[src/rtl/itc_pkg.sv]
// Shared constants, codes and types for the impedance torque controller.
`default_nettype none

package itc_pkg;

  localparam int DATA_WIDTH      = 32;
  localparam int FRAC_BITS       = 16;
  localparam int GAIN_WIDTH      = DATA_WIDTH - 1;
  localparam int DIFF_WIDTH      = DATA_WIDTH + 1;
  localparam int PROD_WIDTH      = 2 * DATA_WIDTH + 1;
  localparam int TERM_WIDTH      = PROD_WIDTH - FRAC_BITS;
  localparam int PAIR_WIDTH      = TERM_WIDTH + 1;
  localparam int SUM_WIDTH       = TERM_WIDTH + 2;
  localparam int FF_THRESHOLD    = (1 << FRAC_BITS) / 100;
  localparam int NUM_SIGNALS     = 6;
  localparam int TDATA_WIDTH     = ((NUM_SIGNALS * DATA_WIDTH + 7) / 8) * 8;
  localparam int FUNC_WIDTH      = 2;
  localparam int CFG_INDEX_WIDTH = 3;

  localparam logic [FUNC_WIDTH-1:0] FUNC_POSITION = 2'd0;
  localparam logic [FUNC_WIDTH-1:0] FUNC_VELOCITY = 2'd1;

  typedef enum logic [CFG_INDEX_WIDTH-1:0] {
    REG_STIFFNESS = 3'd0,
    REG_DAMPING   = 3'd1,
    REG_INERTIA   = 3'd2,
    REG_VISCOUS   = 3'd3,
    REG_LIMIT     = 3'd4
  } cfg_reg_t;

  typedef struct packed {
    logic        [GAIN_WIDTH-1:0] stiffness_gain;
    logic        [GAIN_WIDTH-1:0] damping_gain;
    logic signed [DATA_WIDTH-1:0] inertia;
    logic signed [DATA_WIDTH-1:0] viscous_friction;
    logic        [GAIN_WIDTH-1:0] torque_limit;
  } cfg_t;

  typedef struct packed {
    logic        [FUNC_WIDTH-1:0] func;
    logic signed [DATA_WIDTH-1:0] accel_ref;
    logic signed [DATA_WIDTH-1:0] position_ref;
    logic signed [DATA_WIDTH-1:0] position_meas;
    logic signed [DATA_WIDTH-1:0] velocity_ref;
    logic signed [DATA_WIDTH-1:0] velocity_meas;
    logic signed [DATA_WIDTH-1:0] static_torque;
  } sample_t;

  typedef struct packed {
    logic        [FUNC_WIDTH-1:0] func;
    logic                         ff_static;
    logic signed [DATA_WIDTH-1:0] static_torque;
    logic signed [PROD_WIDTH-1:0] kp_prod;
    logic signed [PROD_WIDTH-1:0] kd_prod;
    logic signed [PROD_WIDTH-1:0] in_prod;
    logic signed [PROD_WIDTH-1:0] vf_prod;
  } prod_t;

endpackage

`default_nettype wire

[src/rtl/itc_cfg_regs.sv]
// Configuration register file written through the config channel.
`default_nettype none

module itc_cfg_regs
  import itc_pkg::*;
(
  input  wire logic                       clk,
  input  wire logic                       rst,
  input  wire logic                       cfg_valid,
  output logic                            cfg_ready,
  input  wire logic [CFG_INDEX_WIDTH-1:0] cfg_index,
  input  wire logic [DATA_WIDTH-1:0]      cfg_data,
  output cfg_t                            cfg
);

  assign cfg_ready = 1'b1;

  always_ff @(posedge clk) begin
    if (rst) begin
      cfg <= '0;
    end else if (cfg_valid) begin
      unique case (cfg_reg_t'(cfg_index))
        REG_STIFFNESS: cfg.stiffness_gain   <= cfg_data[GAIN_WIDTH-1:0];
        REG_DAMPING:   cfg.damping_gain     <= cfg_data[GAIN_WIDTH-1:0];
        REG_INERTIA:   cfg.inertia          <= $signed(cfg_data);
        REG_VISCOUS:   cfg.viscous_friction <= $signed(cfg_data);
        REG_LIMIT:     cfg.torque_limit     <= cfg_data[GAIN_WIDTH-1:0];
        default: begin
        end
      endcase
    end
  end

endmodule

`default_nettype wire

[config.mk]
export PLATFORM = sky130hd
export DESIGN_NAME = itc_cfg_regs
export DESIGN_NICKNAME = d
export VERILOG_FILES = /design/src/rtl/itc_pkg.sv /design/src/rtl/itc_cfg_regs.sv
export SDC_FILE = /design/constraint.sdc
export NUM_CORES = 1
export LEC_CHECK = 0
export ABC_AREA = 1
export BUFFER_PORTS_ARGS = -buffer_cell sky130_fd_sc_hd__buf_2
export CAP_MARGIN = 5
export CORE_MARGIN = 4
export CORE_UTILIZATION = 51
export CTS_CLUSTER_DIAMETER = 100
export DETAILED_ROUTE_END_ITERATION = 7
export HOLD_SLACK_MARGIN = 0.15
export PLACE_DENSITY = 0.8
export SYNTH_ARGS = -nofsm -noshare
export SYNTH_HDL_FRONTEND = slang
export SYNTH_SLANG_ARGS = --single-unit
export TNS_END_PERCENT = 10
[constraint.sdc]
create_clock -name clk -period 1.3 [get_ports clk]
set_clock_uncertainty 0.1 [all_clocks]
set_input_delay 0.26 -clock clk [delete_from_list [all_inputs] [get_ports clk]]
set_output_delay 0.26 -clock clk [all_outputs]
set_load 0.01 [all_outputs]
==> run_results.csv <==
group,metric,value,unit
clock_tree,htreeDepth,4,
power_and_ir_drop,p_int,8598,µW
sta,final_max_slew_viol_count,0,
sta,setup_viol,0,
grt,grt.total_usage,26.42,%
placement,io_buffers,194,
clock_tree,cts-root-buf,"clkbuf_16",
clock_tree,clkTransAtPathRegs,0.06,ns
die,die_w,118.3,µm
grt,grt-ovfl-total,0,
routing,drt_iter0_markers,799,
synth,yosys.cell_types.count,12,
sta,rsz0062_at_grt,"no",
grt,grt_max_degree,53,
setup_path,cpMaxStageDelayCell,"dfxtp_1",
grt,grt_pass1_wl,29600,µm
sta,worst_slack,0.02588,ns
sta,finalHoldViolCount,0,
power_and_ir_drop,switching_share,24.20,%
setup_path,crit_chain,"buf_2",
synth,ys_ff_latch,157,
sta,fin_crit_sh,98.01,%
power_and_ir_drop,vdd_drop_max,858.7,µV
die,ios,196,
setup_path,cp_max_fo,2,
power_and_ir_drop,p_sw,2745,µW
setup_path,crit_buf_inv,1,
clock_tree,clock_latency,0.42,ns
sta,period_needed,1.274,ns
synth,syn_avg_cell_area,6.859,µm²
sta,timing.fmax,0.7849,GHz
layout,diodes,0,
status,status,"finished, final reports clean",
die,coreArea,11960,µm²
layout,top_regs,"cfg (157)",
layout,final_util,69.49,%
synth,netlist.area_leader.share,50.69,%
synth,synth_largest_area_cell,"dfxtp_1",
placement,hpwl,12720,µm
setup_path,required,0.94,ns
routing,viasPerCell,5.168,
setup_path,worstSetupEndpointType,"output port",
power_and_ir_drop,pwr-share-comb,11.1,%
layout,drive_gt1_share,26.95,%
routing,drt_wl_total,18870,µm
layout,largest_reg_flops,157,
synth,yosysSeqAreaShare,50.69,%
job,maxCapViolations,0,
worst_hold_path,hold_path_class,"in -> reg",
die,num_rows,40,
layout,fillCellCount,1046,
sta,finalSetupTns,0,ns
clock_tree,ctsLongestPathBuffers,2,
clock_tree,cts_buffers,17,
routing,vias,6512,
power_and_ir_drop,seqPwrFrac,44.8,%
setup_path,worstSetupPathType,"reg -> out",
synth,synth_area_leaders,"dfxtp_1 (51%), nor2_1 (19%), nand3_1 (13%)",
setup_path,crit_path_max_incr_delay,0.35,ns
placement,gp_congestion,0.8521,
routing,drc_errors,0,
die,dieArea,13990,µm²
routing,wl_per_cell,14.98,µm
layout,largest_register,"cfg",
routing,ant_nets,0,
routing,first_pass_iters,5,
power_and_ir_drop,p_clk_share,44.0,%
synth,syn-num-nets,942,
layout,areaGrowthSynthToFinish,34.04,%
grt,grt_antenna_before_repair,0,
sta,holdWs,0.1735,ns
die,initial_core_util,51.84,%
setup_path,crit_family,"flip-flops",
placement,post-place-ws,-0.03276,ns
grt,first_global_vias,5897,
power_and_ir_drop,power.density,1365,nW/µm²
synth,syn-instance-count,904,
die,die_y,118.3,µm
setup_path,start_kind,"flop",
setup_path,worstPathArrival,0.91,ns
clock_tree,cts_tree,"yes",
layout,layout.nets,1138,
power_and_ir_drop,leakagePower,0.004175,µW
synth,ys_warn_count,0,
clock_tree,cts_sinks,157,
power_and_ir_drop,total_power,11340,µW
synth,synth_area,6201,µm²
-- kinds of logic after synthesis --
family / Yosys count / synth area share, %
flops: 157 / 50.69
buf+inv: 103 / 7.042
other cells: 1 / 0.06047
simple gates: 643 / 42.21
-- cells in the mapped netlist --
| library cell | instances |
|---|---|
| inv_2 | 2 |
| buf_4 | 1 |
| dfxtp_1 | 157 |
| buf_1 | 8 |
| buf_2 | 37 |
| nor2_1 | 322 |
| inv_1 | 37 |
| nand3_1 | 157 |
| nor2_4 | 1 |
| clkbuf_1 | 18 |
| nand2_1 | 163 |
| conb_1 | 1 |
-- stage by stage --
stage	instances	instance area (µm²)
after floorplan	904	6201
after global placement	1214	7491
after detailed placement	1214	7491
after CTS	1259	8229
after global routing	1260	8312
final	1260	8312
-- routing by layer --
metal	global-route usage (%)	wire length, µm	part of all wire (%)
met2	42.69	8762	46
met5	0	0	0
met4	12.89	626	3.3
met3	6.220	1548	8.2
met1	33.13	7932	42
-- cells in the final DEF, fill, tap and decap left out, types with 2 or more instances in the layout --
cell type and count:
buf_6 2, nor2_2 7, clkbuf_16 18, buf_12 11, buf_2 190, nor2_4 2
nand3_1 157, inv_2 2, dfxtp_1 126, clkinv_2 4, buf_4 23, clkbuf_8 6
nand2_1 163, nor2_1 314, dlygate4sd3_1 13, dfxtp_2 31, inv_1 36, clkbuf_1 3
bufinv_16 2
-- power by group through the flow --
stage                     Combinational, µW  Clock (µW)  Sequential [µW]
final                                  1260        4990             5080
after global routing                   1400        5240             5100
after CTS                              1240        5050             5080
after detailed placement               1200           0             5180
after global placement                 1190           0             5170
after floorplan                         629           0             5250
-- worst paths after layout --
path                     from  endpoint  slack (ns)  depth (start not counted)
setup / recovery      cfg[56]   cfg[56]        0.03                          1
hold / removal    cfg_data[6]  cfg[132]        0.17                          5
setup reg to reg      cfg[53]   cfg[53]        0.57                          2
hold reg to reg       cfg[34]   cfg[34]        0.37                          2
-- layout make-up --
class	instances	area, µm²	area share, %
inverters	39	151.4	1.821
clock buffers	26	519.2	6.247
flip-flops and latches	157	3182	38.28
multi-input cells	644	2646	31.84
clock inverters	6	80.08	0.9634
well taps	147	183.9	2.213
repair buffers	241	1549	18.64
-- timing repair --
action,CTS,global route
setup endpoints to repair,7,59
hold buffers,13,0
gates cloned,0,1
buffers inserted,0,0
gates resized for setup,7,30
hold endpoints to repair,41,0
No activity file was read; power rests on OpenSTA's default activity.
