`src/rtl/itc_pkg.sv`:
```
// Shared constants, codes and types for the impedance torque controller.
`default_nettype none

package itc_pkg;

  localparam int DATA_WIDTH      = 32;
  localparam int FRAC_BITS       = 16;
  localparam int GAIN_WIDTH      = DATA_WIDTH - 1;
  localparam int DIFF_WIDTH      = DATA_WIDTH + 1;
  localparam int PROD_WIDTH      = 2 * DATA_WIDTH + 1;
  localparam int TERM_WIDTH      = PROD_WIDTH - FRAC_BITS;
  localparam int PAIR_WIDTH      = TERM_WIDTH + 1;
  localparam int SUM_WIDTH       = TERM_WIDTH + 2;
  localparam int FF_THRESHOLD    = (1 << FRAC_BITS) / 100;
  localparam int NUM_SIGNALS     = 6;
  localparam int TDATA_WIDTH     = ((NUM_SIGNALS * DATA_WIDTH + 7) / 8) * 8;
  localparam int FUNC_WIDTH      = 2;
  localparam int CFG_INDEX_WIDTH = 3;

  localparam logic [FUNC_WIDTH-1:0] FUNC_POSITION = 2'd0;
  localparam logic [FUNC_WIDTH-1:0] FUNC_VELOCITY = 2'd1;

  typedef enum logic [CFG_INDEX_WIDTH-1:0] {
    REG_STIFFNESS = 3'd0,
    REG_DAMPING   = 3'd1,
    REG_INERTIA   = 3'd2,
    REG_VISCOUS   = 3'd3,
    REG_LIMIT     = 3'd4
  } cfg_reg_t;

  typedef struct packed {
    logic        [GAIN_WIDTH-1:0] stiffness_gain;
    logic        [GAIN_WIDTH-1:0] damping_gain;
    logic signed [DATA_WIDTH-1:0] inertia;
    logic signed [DATA_WIDTH-1:0] viscous_friction;
    logic        [GAIN_WIDTH-1:0] torque_limit;
  } cfg_t;

  typedef struct packed {
    logic        [FUNC_WIDTH-1:0] func;
    logic signed [DATA_WIDTH-1:0] accel_ref;
    logic signed [DATA_WIDTH-1:0] position_ref;
    logic signed [DATA_WIDTH-1:0] position_meas;
    logic signed [DATA_WIDTH-1:0] velocity_ref;
    logic signed [DATA_WIDTH-1:0] velocity_meas;
    logic signed [DATA_WIDTH-1:0] static_torque;
  } sample_t;

  typedef struct packed {
    logic        [FUNC_WIDTH-1:0] func;
    logic                         ff_static;
    logic signed [DATA_WIDTH-1:0] static_torque;
    logic signed [PROD_WIDTH-1:0] kp_prod;
    logic signed [PROD_WIDTH-1:0] kd_prod;
    logic signed [PROD_WIDTH-1:0] in_prod;
    logic signed [PROD_WIDTH-1:0] vf_prod;
  } prod_t;

endpackage

`default_nettype wire

```
`src/rtl/itc_sum_clamp.sv`:
```
// Law selection, wide summation and symmetric clamp into the output register.
`default_nettype none

module itc_sum_clamp
  import itc_pkg::*;
(
  input  wire logic                          clk,
  input  wire logic                          rst,
  input  wire logic                          in_valid,
  output logic                               in_ready,
  input  prod_t                              in_prod,
  input  wire logic        [GAIN_WIDTH-1:0]  torque_limit,
  output logic                               out_valid,
  input  wire logic                          out_ready,
  output logic signed      [DATA_WIDTH-1:0]  out_cmd,
  output logic                               out_limited
);

  logic out_adv;
  logic s3_adv;
  logic s3_valid;

  logic signed [TERM_WIDTH-1:0] kp_t;
  logic signed [TERM_WIDTH-1:0] kd_t;
  logic signed [TERM_WIDTH-1:0] in_t;
  logic signed [TERM_WIDTH-1:0] vf_t;
  logic signed [TERM_WIDTH-1:0] t0;
  logic signed [TERM_WIDTH-1:0] t1;
  logic signed [TERM_WIDTH-1:0] t2;
  logic signed [TERM_WIDTH-1:0] t3;
  logic signed [PAIR_WIDTH-1:0] pair_a_next;
  logic signed [PAIR_WIDTH-1:0] pair_b_next;
  logic signed [PAIR_WIDTH-1:0] pair_a;
  logic signed [PAIR_WIDTH-1:0] pair_b;

  logic signed [SUM_WIDTH-1:0]  sum;
  logic signed [SUM_WIDTH-1:0]  lim_hi;
  logic signed [SUM_WIDTH-1:0]  lim_lo;
  logic signed [DATA_WIDTH-1:0] cmd_next;
  logic                         limited_next;

  assign out_adv  = !out_valid || out_ready;
  assign s3_adv   = !s3_valid || out_adv;
  assign in_ready = s3_adv;

  // floor to the fixed-point grid
  assign kp_t = TERM_WIDTH'(in_prod.kp_prod >>> FRAC_BITS);
  assign kd_t = TERM_WIDTH'(in_prod.kd_prod >>> FRAC_BITS);
  assign in_t = TERM_WIDTH'(in_prod.in_prod >>> FRAC_BITS);
  assign vf_t = TERM_WIDTH'(in_prod.vf_prod >>> FRAC_BITS);

  always_comb begin
    case (in_prod.func)
      FUNC_POSITION: begin
        t0 = kp_t;
        t1 = -kd_t;
        t2 = in_t;
        t3 = '0;
      end
      FUNC_VELOCITY: begin
        t0 = '0;
        t1 = kd_t;
        t2 = in_t;
        t3 = vf_t;
      end
      default: begin
        t0 = kp_t;
        t1 = kd_t;
        if (in_prod.ff_static) begin
          t2 = TERM_WIDTH'(in_prod.static_torque);
          t3 = '0;
        end else begin
          t2 = in_t;
          t3 = vf_t;
        end
      end
    endcase
    pair_a_next = PAIR_WIDTH'(t0) + PAIR_WIDTH'(t1);
    pair_b_next = PAIR_WIDTH'(t2) + PAIR_WIDTH'(t3);
  end

  always_ff @(posedge clk) begin
    if (rst) begin
      s3_valid <= 1'b0;
    end else if (s3_adv) begin
      s3_valid <= in_valid;
    end
  end

  always_ff @(posedge clk) begin
    if (s3_adv && in_valid) begin
      pair_a <= pair_a_next;
      pair_b <= pair_b_next;
    end
  end

  always_comb begin
    sum    = SUM_WIDTH'(pair_a) + SUM_WIDTH'(pair_b);
    lim_hi = $signed(SUM_WIDTH'({1'b0, torque_limit}));
    lim_lo = -lim_hi;
    if (sum > lim_hi) begin
      cmd_next     = lim_hi[DATA_WIDTH-1:0];
      limited_next = 1'b1;
    end else if (sum < lim_lo) begin
      cmd_next     = lim_lo[DATA_WIDTH-1:0];
      limited_next = 1'b1;
    end else begin
      cmd_next     = sum[DATA_WIDTH-1:0];
      limited_next = 1'b0;
    end
  end

  always_ff @(posedge clk) begin
    if (rst) begin
      out_valid <= 1'b0;
    end else if (out_adv) begin
      out_valid <= s3_valid;
    end
  end

  always_ff @(posedge clk) begin
    if (out_adv && s3_valid) begin
      out_cmd     <= cmd_next;
      out_limited <= limited_next;
    end
  end

  a_s3_to_out: assert property (@(posedge clk) disable iff (rst)
    s3_valid && out_adv |=> out_valid)
    else $error("sum stage lost a beat");

  a_zero_limit: assert property (@(posedge clk) disable iff (rst)
    s3_valid && out_adv && (torque_limit == '0) |=> (out_cmd == '0))
    else $error("zero limit gave nonzero torque");

  a_reset_empty: assert property (@(posedge clk)
    rst |=> !out_valid && !s3_valid)
    else $error("pipeline not empty after reset");

endmodule

`default_nettype wire

```
`config.mk`:
```
export PLATFORM = sky130hd
export DESIGN_NAME = itc_sum_clamp
export DESIGN_NICKNAME = d
export VERILOG_FILES = /design/src/rtl/itc_pkg.sv /design/src/rtl/itc_sum_clamp.sv
export SDC_FILE = /design/constraint.sdc
export NUM_CORES = 1
export LEC_CHECK = 0
export BUFFER_PORTS_ARGS = -buffer_cell sky130_fd_sc_hd__buf_2
export CELL_PAD_IN_SITES_DETAIL_PLACEMENT = 1
export CELL_PAD_IN_SITES_GLOBAL_PLACEMENT = 2
export CORE_ASPECT_RATIO = 1.1
export CORE_MARGIN = 10
export CORE_UTILIZATION = 29
export DETAILED_ROUTE_END_ITERATION = 12
export HOLD_SLACK_MARGIN = 0.05
export PLACE_DENSITY_LB_ADDON = 0.25
export SETUP_SLACK_MARGIN = 0.15
export SKIP_CTS_REPAIR_TIMING = 1
export SLEW_MARGIN = 40
export SYNTH_ARGS = -nofsm -noshare
export SYNTH_HDL_FRONTEND = slang
export SYNTH_SLANG_ARGS = --single-unit
```
`constraint.sdc`:
```
create_clock -name clk -period 7.4 [get_ports clk]
set_input_delay 0 -clock clk [delete_from_list [all_inputs] [get_ports clk]]
set_output_delay 0 -clock clk [all_outputs]
set_load 0.1 [all_outputs]
```
==> results.sh, run 1 <==
export IMPL_drtIter0Drc=804
export IMPL_grt_overflow=0
export IMPL_async_flop_share_pct=0
export IMPL_setup_tns_ns=0
export IMPL_intPower_w=0.00280
export IMPL_cp_slowest_cell="a2111oi_2"
export IMPL_ys_ff_latch=135
export IMPL_die_area_mm2=0.0720
export IMPL_rsz0062_at_grt="false"
export IMPL_clk_pin_slew_ns=0.07
export IMPL_peakVddDrop_v=0.000198
export IMPL_place_area_mm2=0.0202
export IMPL_gp_congestion=0.845
export IMPL_power_switching_w=0.00264
export IMPL_syn_area_per_cell_um2=8.39
export IMPL_skew_ns=0.0159
export IMPL_ys_flop_type="edfxtp_1"
export IMPL_grt_max_degree=79
export IMPL_maxCapViolations=0
export IMPL_post_synth_top_count_cell="ha_1"
export IMPL_worstSetupEndpointType="register"
export IMPL_yosysSeqAreaShare_pct=22.5
export IMPL_use_met2_pct=29.0
export IMPL_hold_viol=0
export IMPL_worstPathArrival_ns=6.51
export IMPL_final_nets=2974
export IMPL_worstHoldPathType="primary input to register"
export IMPL_grt_pass1_wl_um=101000
export IMPL_grt_usage_pct=17.4
export IMPL_die_height_um=281
export IMPL_cts_sinks=135
export IMPL_synth_edff_count=133
export IMPL_cts_buffer_depth=2
export IMPL_whs_ns=0.0120
export IMPL_synth_top_cells_by_area="edfxtp_1 22%, ha_1 16%, xnor2_1 7.1%"
export IMPL_finalSetupViolations=0
export IMPL_first_pass_iters=4
export IMPL_wire_per_inst_um=19.9
export IMPL_place_hpwl_um=55100
export IMPL_drc_errors=0
export IMPL_slew_headroom_pct=46.7
export IMPL_period_needed_ns=6.32
export IMPL_comb_power_share_pct=64.3
export IMPL_synthDistinctLibCells=96
export IMPL_busiest_layer="met2"
export IMPL_grt_pass1_vias=18024
export IMPL_yosysWarnings=0
export IMPL_core_mm2=0.0611
export IMPL_required_ns=7.59
export IMPL_ant_nets=0
export IMPL_fin_crit_sh_pct=85.4
export IMPL_drv_slew=0
export IMPL_cp_num_buf_inv=2
export IMPL_cp_start_kind="register"
export IMPL_ios=365
export IMPL_synth_top_area_share_pct=22.3
export IMPL_pwr_share_clk_pct=15.6
export IMPL_netSwitchingFraction_pct=48.5
export IMPL_port_buffers=300
export IMPL_cts_buffers_inserted=17
export IMPL_power_total_w=0.00544
export IMPL_tightest_slew_ns=0.799
export IMPL_syn_num_nets=2693
export IMPL_vias_per_cell=5.18
export IMPL_syn2layout_area_growth_pct=17.6
export IMPL_routed_wl_um=64700
export IMPL_cts_max_level=4
export IMPL_seqPwrFrac_pct=20.0
export IMPL_synth_cells=2132
export IMPL_crit_family="compound AO/OA/AOI/OAI gates"
export IMPL_tritoncts="built"
export IMPL_num_vias=16858
export IMPL_rows=95
export IMPL_path_class="register to register"
export IMPL_worstPathMaxFanout=54
export IMPL_drive_gt1_share_pct=17.2
export IMPL_syn_area_mm2=0.0179
export IMPL_powerDensity_mw_per_mm2=259
export IMPL_p_leak_nw=9.45
export IMPL_max_stage_delay_ns=0.61
export IMPL_die_w_um=257
export IMPL_root_buffer="clkbuf_16"
export IMPL_synth_common_cells="228 x ha_1, 193 x a21oi_1, 146 x xnor2_1"
export IMPL_status="finished clean"
export IMPL_design_area_mm2=0.0211
export IMPL_worst_skew_pair_late_latency_ns=0.46
export IMPL_max_freq_mhz=158
export IMPL_synth_area_leader_cell="edfxtp_1"
export IMPL_antenna_found_initial=9
export IMPL_start_util_pct=29.3
export IMPL_globalRouteMet3Util_pct=2.50
export IMPL_grt_met1_usage_pct=23.3
kinds of logic (layout without fill, tap and decap cells):
family                   after synthesis  in the layout  share of synthesized area [%]
AO/OA/AOI/OAI                        657            657                           23.9
adder cells (fa/ha/maj)              231            231                           16.3
buffers and inverters                175            469                           4.09
other                                  0              5                              0
AND/OR/NAND/NOR                      675            675                           19.7
flip-flops                           135            135                           22.5
multiplexers                          60             60                           3.59
XOR/XNOR                             199            199                           9.89
metrics by stage:
stage / worst slack, ns / util, % / cells
after floorplan: 1.75 / - / 2132
after global placement: 1.18 / 33.0 / 3192
after detailed placement: 1.09 / 33.1 / 3193
after CTS: 1.08 / 34.0 / 3225
after global routing: 0.691 / 34.5 / 3255
final: 1.08 / 34.5 / 3255
area by class of cell:
type,instances,area [um2]
fillers,7374,40000
multi-input cells,1822,13200
flip-flops and latches,135,4030
repair buffers,337,1870
well taps,824,1030
clock buffers,17,425
inverters,100,375
clock inverters,15,151
diodes,5,12.5
flip-flops by register name, indices dropped and copies added, names as in the netlist:
| register | flops |
|---|---|
| out_cmd | 32 |
| out_valid | 1 |
| pair_b | 50 |
| out_limited | 1 |
| pair_a | 50 |
| s3_valid | 1 |
worst min-delay path, delay by kind of cell:
family | cells | cell delay, ns
AOI/OAI and AO/OA | 1 | 0.15
buffers and inverters | 2 | 0.19
layer usage:
| layer | part of all wire, % | routed length [um] |
|---|---|---|
| met5 | 0.031 | 20 |
| met3 | 3.1 | 2020 |
| met2 | 46 | 29800 |
| met1 | 49 | 31800 |
| met4 | 1.6 | 1030 |
power by group through the flow:
stage | Clock, W | Combinational [W] | Sequential [W]
after floorplan | 0 | 0.00235 | 0.00128
after global placement | 0 | 0.00341 | 0.00110
after detailed placement | 0 | 0.00349 | 0.00111
after CTS | 0.000879 | 0.00351 | 0.00110
after global routing | 0.000903 | 0.00392 | 0.00111
final | 0.000850 | 0.00350 | 0.00109
placed cells by master, fill, tap and decap left out, types with 54 or more instances in the layout:
master / instances
buf_2: 300
nor2_1: 144
nor3_1: 54
xnor2_1: 146
a21oi_1: 193
a21o_1: 114
and3_1: 63
nand2_1: 126
inv_1: 99
o21ai_0: 106
ha_1: 228
edfxtp_1: 133
and2_1: 68
worst paths after layout:
kind | from | to | slack [ns] | cells past startpoint
hold / removal | torque_limit[23] | out_cmd[23]$_DFFE_PP_ | 0.01 | 3
hold reg to reg | s3_valid$_SDFFE_PP0N_ | out_valid$_SDFFE_PP0P_ | 0.53 | 2
setup / recovery | pair_a[0]$_DFFE_PP_ | out_cmd[5]$_DFFE_PP_ | 1.08 | 25
setup reg to reg | pair_a[0]$_DFFE_PP_ | out_cmd[5]$_DFFE_PP_ | 1.08 | 25
(Power assumes the default switching activity.)
==> inputs of run 2 (changes only) <==
ABC_AREA = 1   (was not set)
CORE_UTILIZATION = 31   (was 29)
==> run 2 against run 1 <==
Net effect: power increased by 11%; clock-buffer cell count unchanged; largest power group unchanged; global-route usage increased by 3.2 points; sequential share of layout area decreased by 1.4 points; maximum frequency increased by 20%; synthesized area increased by 8.3%; design area increased by 8.1%; register-to-register slack improved by 1.2 ns; largest cell class unchanged; clock skew increased by 0.0059 ns; wire length increased by 18%; critical path depth unchanged; non-clock buffer count increased by 9.
==> results.sh, run 2 <==
export IMPL_fin_crit_sh_pct=71.2
export IMPL_grt_max_degree=77
export IMPL_synth_top_cells_by_area="edfxtp_1 21%, ha_1 15%, nand2_1 13%"
export IMPL_drive_gt1_share_pct=12.7
export IMPL_cts_buffers_inserted=17
export IMPL_setup_tns_ns=0
export IMPL_die_height_um=282
export IMPL_skew_ns=0.0218
export IMPL_grt_usage_pct=20.6
export IMPL_syn_area_mm2=0.0194
export IMPL_worstSetupEndpointType="register"
export IMPL_rows=96
export IMPL_vias_per_cell=4.92
export IMPL_final_common_cell="nand2_1"
export IMPL_p_leak_nw=11.6
export IMPL_drtIter0Drc=683
export IMPL_layout_common_cells="677 x nand2_1, 466 x inv_1, 387 x nor2_1, 300 x buf_2, 228 x ha_1"
export IMPL_worst_skew_pair_late_latency_ns=0.46
export IMPL_tritoncts="built"
export IMPL_yosys_mux_area_fraction_pct=0
export IMPL_post_synth_top_count_cell="nand2_1"
export IMPL_drc_errors=0
export IMPL_whs_ns=0.0135
export IMPL_crit_family="simple AND/OR/NAND/NOR gates"
export IMPL_grt_pass1_wl_um=119000
export IMPL_finalSetupViolations=0
export IMPL_synth_common_cells="680 x nand2_1, 470 x inv_1, 388 x nor2_1"
export IMPL_grt_pass1_vias=21821
export IMPL_required_ns=7.61
export IMPL_ys_ff_latch=135
export IMPL_first_pass_iters=8
export IMPL_reg_top3="pair_a: 50 flops, pair_b: 50 flops, out_cmd: 32 flops"
export IMPL_die_w_um=258
export IMPL_r2r_start="pair_a[0]$_DFFE_PP_"
export IMPL_cp_slowest_cell="o21ai_0"
export IMPL_antenna_found_initial=3
export IMPL_cts_max_level=4
export IMPL_peakVddDrop_v=0.000151
export IMPL_ff2ff_setup_slack_ns=2.25
export IMPL_syn2layout_area_growth_pct=17.4
export IMPL_synth_top_area_share_pct=20.6
export IMPL_gp_congestion=0.919
export IMPL_status="finished clean"
export IMPL_synth_xor_area_share_pct=8.68
export IMPL_place_hpwl_um=67200
export IMPL_root_buffer="clkbuf_16"
export IMPL_path_class="primary input to register"
export IMPL_syn_num_nets=3521
export IMPL_wire_per_inst_um=18.5
export IMPL_cts_sinks=135
export IMPL_cp_num_buf_inv=4
export IMPL_final_nets=3843
export IMPL_ios=365
export IMPL_tightest_slew_ns=0.786
export IMPL_async_flop_share_pct=0
export IMPL_grt_overflow=0
export IMPL_max_stage_delay_ns=0.63
export IMPL_routed_wl_um=76300
export IMPL_cp_start_kind="primary input"
export IMPL_synth_cells=2960
export IMPL_syn_area_per_cell_um2=6.55
export IMPL_hold_viol=0
export IMPL_setup_slack_ns=2.13
export IMPL_synth_area_leader_cell="edfxtp_1"
export IMPL_clk_pin_slew_ns=0.06
export IMPL_hold_path_startpoint="in_prod[260]"
export IMPL_ant_nets=0
export IMPL_powerDensity_mw_per_mm2=266
export IMPL_maxCapViolations=0
export IMPL_synthDistinctLibCells=60
export IMPL_reg2regPathDepth=24
export IMPL_rsz0062_at_grt="false"
export IMPL_period_needed_ns=5.27
export IMPL_synth_top_family_by_area="simple AND/OR/NAND/NOR gates"
export IMPL_synth_edff_count=133
export IMPL_core_mm2=0.0621
export IMPL_worstPathMaxFanout=5
export IMPL_slew_headroom_pct=47.3
export IMPL_cts_buffer_depth=2
export IMPL_num_vias=20317
export IMPL_regArea_mm2=0.00403
export IMPL_synthSimpleGateAreaFrac_pct=31.4
export IMPL_cpMostUsedCell="nand2_1"
export IMPL_start_util_pct=31.2
export IMPL_worstPathArrival_ns=5.47
export IMPL_synth_compound_area_share_pct=13.4
export IMPL_yosysSeqAreaShare_pct=20.8
export IMPL_port_buffers=300
export IMPL_ys_flop_type="edfxtp_1"
export IMPL_multiInputGateArea_mm2=0.0133
export IMPL_worstHoldPathType="primary input to register"
export IMPL_nFillCells=8115
export IMPL_synth_adder_area_share_pct=15.0
export IMPL_max_freq_mhz=190
export IMPL_yosysWarnings=0
export IMPL_worstHoldEndpoint="pair_b[0]$_DFFE_PP_"
export IMPL_drv_slew=0
export IMPL_reg2reg_to="out_cmd[0]$_DFFE_PP_"
export IMPL_die_area_mm2=0.0729
export IMPL_place_ws_ns=2.15
export IMPL_hold_depth=4
[run 2: layout make-up]
| class | count | area share, % |
|---|---|---|
| Tap cell | 833 | 4.58 |
| Clock buffer | 17 | 1.87 |
| Multi-Input combinational cell | 2301 | 58.4 |
| Timing Repair Buffer | 346 | 8.61 |
| Inverter | 481 | 7.95 |
| Antenna cell | 1 | 0.0110 |
| Sequential cell | 135 | 17.7 |
| Clock inverter | 15 | 0.814 |
[run 2: cell families (layout without fill, tap and decap cells)]
| logic type | after synthesis | count (layout) |
|---|---|---|
| and+or+nand+nor | 1425 | 1425 |
| buffers and inverters | 524 | 859 |
| AOI/OAI and AO/OA | 453 | 453 |
| adders and majority gates | 231 | 231 |
| xor gates and xnor gates | 192 | 192 |
| DFF | 135 | 135 |
| other | 0 | 1 |
[run 2: worst max-delay path by stage]
stage                      startpoint              endpoint  slack [ns]  depth (start not counted)
4_1_cts           pair_a[0]$_DFFE_PP_  out_cmd[0]$_DFFE_PP_        2.24                         24
3_3_place_gp      pair_a[0]$_DFFE_PP_  out_cmd[4]$_DFFE_PP_        2.19                         21
6_report                 in_prod[146]  pair_a[44]$_DFFE_PP_        2.13                         25
2_1_floorplan  out_valid$_SDFFE_PP0P_   pair_a[0]$_DFFE_PP_        3.18                          3
5_1_grt                  in_prod[146]  pair_a[44]$_DFFE_PP_        1.32                         25
3_5_place_dp             in_prod[294]  pair_b[44]$_DFFE_PP_        2.15                         23
[run 2: power by group]
part           internal (W)  switching, W
Clock              0.000513      0.000415
Combinational       0.00120       0.00279
Sequential          0.00109     0.0000493
[run 2: stage by stage]
| stage | total power (W) | std cells | util (%) | instance area, um2 |
|---|---|---|---|---|
| finish | 0.00606 | 4129 | 36.6 | 22700 |
| detailed placement | 0.00514 | 4059 | 35.0 | 21800 |
| CTS | 0.00610 | 4091 | 36.0 | 22400 |
| floorplan | 0.00400 | 2960 | - | 19400 |
| global route | 0.00662 | 4128 | 36.6 | 22700 |
| global placement | 0.00503 | 4057 | 35.0 | 21700 |
[run 2: worst reg2reg max path: cells and delay by family, from the launching register on]
kind	cells	cell delay, ns
and+or+nand+nor	14	1.83
adders and majority gates	3	1.01
AOI/OAI and AO/OA	3	0.72
buffers and inverters	3	0.62
xor gates and xnor gates	1	0.38
DFF	1	0.37
[run 2: routing by layer]
metal	track usage, %	vias to the layer above	part of all wire [%]
met5	0	-	0.060
met4	4.63	6	1.6
met3	2.72	64	2.9
met2	37.8	310	50
met1	25.1	9552	45
li1	-	10385	-
==> inputs of run 3 (changes only) <==
ABC_AREA = 0   (was 1)
CORE_UTILIZATION = 30   (was 31)
clock period = 4.52 ns   (was 7.4 ns; I/O delays follow)
==> run 3 against run 2 <==
Net effect: the run now ends with setup timing left; via count shrank 6.0%; utilization grew 7.0 points; sequential power up 58%; flip-flop and latch count did not move; critical endpoint is now out_cmd[21]$_DFFE_PP_; largest cell class unchanged.
==> results.sh, run 3 (synthesis results as in run 1) <==
export IMPL_grt_usage_pct=19.6
export IMPL_drv_slew=0
export IMPL_root_buffer="clkbuf_16"
export IMPL_powerDensity_mw_per_mm2=440
export IMPL_hold_viol=0
export IMPL_p_leak_nw=12.1
export IMPL_tritoncts="built"
export IMPL_num_vias=19096
export IMPL_antenna_found_initial=1
export IMPL_ios=365
export IMPL_ant_nets=0
export IMPL_setup_slack_ns=-1.03
export IMPL_worst_skew_pair_late_latency_ns=0.46
export IMPL_syn2layout_area_growth_pct=43.4
export IMPL_reg_top3="pair_a: 50 flops, pair_b: 50 flops, out_cmd: 32 flops"
export IMPL_grt_pass1_vias=20309
export IMPL_setup_tns_ns=-27.85
export IMPL_design_area_mm2=0.0257
export IMPL_port_buffers=300
export IMPL_violations="setup timing"
export IMPL_grt_max_degree=57
export IMPL_ff2ff_setup_slack_ns=-1.03
export IMPL_finalSetupViolations=33
export IMPL_wl_met3_um=2110
export IMPL_routed_wl_met2_um=35300
export IMPL_place_hpwl_um=61700
export IMPL_cp_slowest_cell="or3b_4"
export IMPL_drive_gt1_share_pct=35.9
export IMPL_place_area_mm2=0.0240
export IMPL_die_w_um=253
export IMPL_cts_buffer_depth=2
export IMPL_wl_met1_um=34200
export IMPL_worstPathMaxFanout=7
export IMPL_maxCapViolations=0
export IMPL_slew_headroom_pct=51.1
export IMPL_final_nets=3472
export IMPL_max_freq_mhz=180
export IMPL_worstHoldPathType="primary input to register"
export IMPL_routed_wl_um=72700
export IMPL_cts_sinks=135
export IMPL_layout_common_cells="502 x buf_4, 299 x buf_2, 218 x ha_1, 177 x a21oi_1, 138 x xnor2_1"
export IMPL_fin_crit_sh_pct=123
export IMPL_clk_pin_slew_ns=0.07
export IMPL_peakVddDrop_v=0.000247
export IMPL_rsz0062_at_grt="true"
export IMPL_required_ns=4.72
export IMPL_first_pass_iters=6
export IMPL_grt_overflow=0
export IMPL_die_area_mm2=0.0698
export IMPL_cpMostUsedCell="o21ai_2"
export IMPL_start_util_pct=30.5
export IMPL_worstSetupEndpointType="register"
export IMPL_drc_errors=0
export IMPL_drtIter0Drc=818
export IMPL_die_height_um=276
export IMPL_cts_max_level=4
export IMPL_max_stage_delay_ns=0.44
export IMPL_vias_per_cell=5.18
export IMPL_gp_congestion=0.894
export IMPL_rows=93
export IMPL_status="finished, violations left"
export IMPL_core_mm2=0.0588
export IMPL_tightest_slew_ns=0.733
export IMPL_final_common_cell="buf_4"
export IMPL_top_layer="met4"
export IMPL_path_class="register to register"
export IMPL_wire_per_inst_um=19.7
export IMPL_worstPathArrival_ns=5.75
export IMPL_period_needed_ns=5.55
export IMPL_grt_pass1_wl_um=111000
export IMPL_cts_buffers_inserted=17
export IMPL_skew_ns=0.0189
export IMPL_cp_start_kind="register"
==> run 3: changes by cell type in the layout (fill, tap and decap cells not counted), moves of 85 or more <==
cell | before | now
a21o_1 | 7 | 114
buf_4 | 6 | 502
inv_1 | 466 | 98
nand2_1 | 677 | 122
nand3_1 | 195 | 50
nor2_1 | 387 | 136
xor2_1 | 135 | 50
==> run 3: critical path, delay by kind of cell, from the launching register on <==
| kind | cells | cell delay [ns] |
|---|---|---|
| buffers and inverters | 6 | 0.87 |
| xor gates and xnor gates | 1 | 0.18 |
| DFF | 1 | 0.43 |
| AOI/OAI and AO/OA | 13 | 2.13 |
| adders and majority gates | 2 | 0.54 |
| and+or+nand+nor | 6 | 1.13 |
==> run 3: per-layer routing <==
metal | track usage, % | vias to the layer above
met5 | 0 | -
met4 | 4.14 | 0
met3 | 2.36 | 52
met2 | 33.9 | 284
met1 | 25.7 | 9249
li1 | - | 9511
==> run 3: cell type report <==
| class | instances | area (um2) |
|---|---|---|
| Clock buffer | 20 | 437 |
| Sequential cell | 135 | 4030 |
| Clock inverter | 12 | 144 |
| Multi-Input combinational cell | 1822 | 14000 |
| Inverter | 100 | 375 |
| Fill cell | 7032 | 33100 |
| Timing Repair Buffer | 835 | 5730 |
| Tap cell | 760 | 951 |
| Antenna cell | 1 | 2.50 |
==> run 3: through the flow <==
stage / hold WS, ns / util, % / power, W / setup slack (ns) / std cells
final: 0.0308 / 43.7 / 0.0113 / -1.03 / 3685
after global routing: 0.0504 / 43.7 / 0.0121 / -1.35 / 3685
after CTS: -0.310 / 41.8 / 0.0108 / -1.32 / 3653
after detailed placement: 0.189 / 40.8 / 0.00928 / -1.26 / 3621
after global placement: 0.174 / 40.8 / 0.00902 / -1.11 / 3620
after floorplan: 0.0724 / - / 0.00600 / -0.621 / 2132
==> run 3: report_power, final <==
part | internal, W | switching, W | total [W]
combinational | 0.00377 | 0.00427 | 0.00804
clock | 0.000822 | 0.000616 | 0.00144
sequential | 0.00171 | 0.0000859 | 0.00180
==> run 3: worst paths after layout <==
| check | start | to | cells after the start |
|---|---|---|---|
| worst max-delay path | pair_a[1]$_DFFE_PP_ | out_cmd[21]$_DFFE_PP_ | 28 |
| worst min-delay path | torque_limit[11] | out_cmd[11]$_DFFE_PP_ | 3 |
| worst max register to register | pair_a[1]$_DFFE_PP_ | out_cmd[21]$_DFFE_PP_ | 28 |
| worst min register to register | s3_valid$_SDFFE_PP0N_ | out_valid$_SDFFE_PP0P_ | 2 |
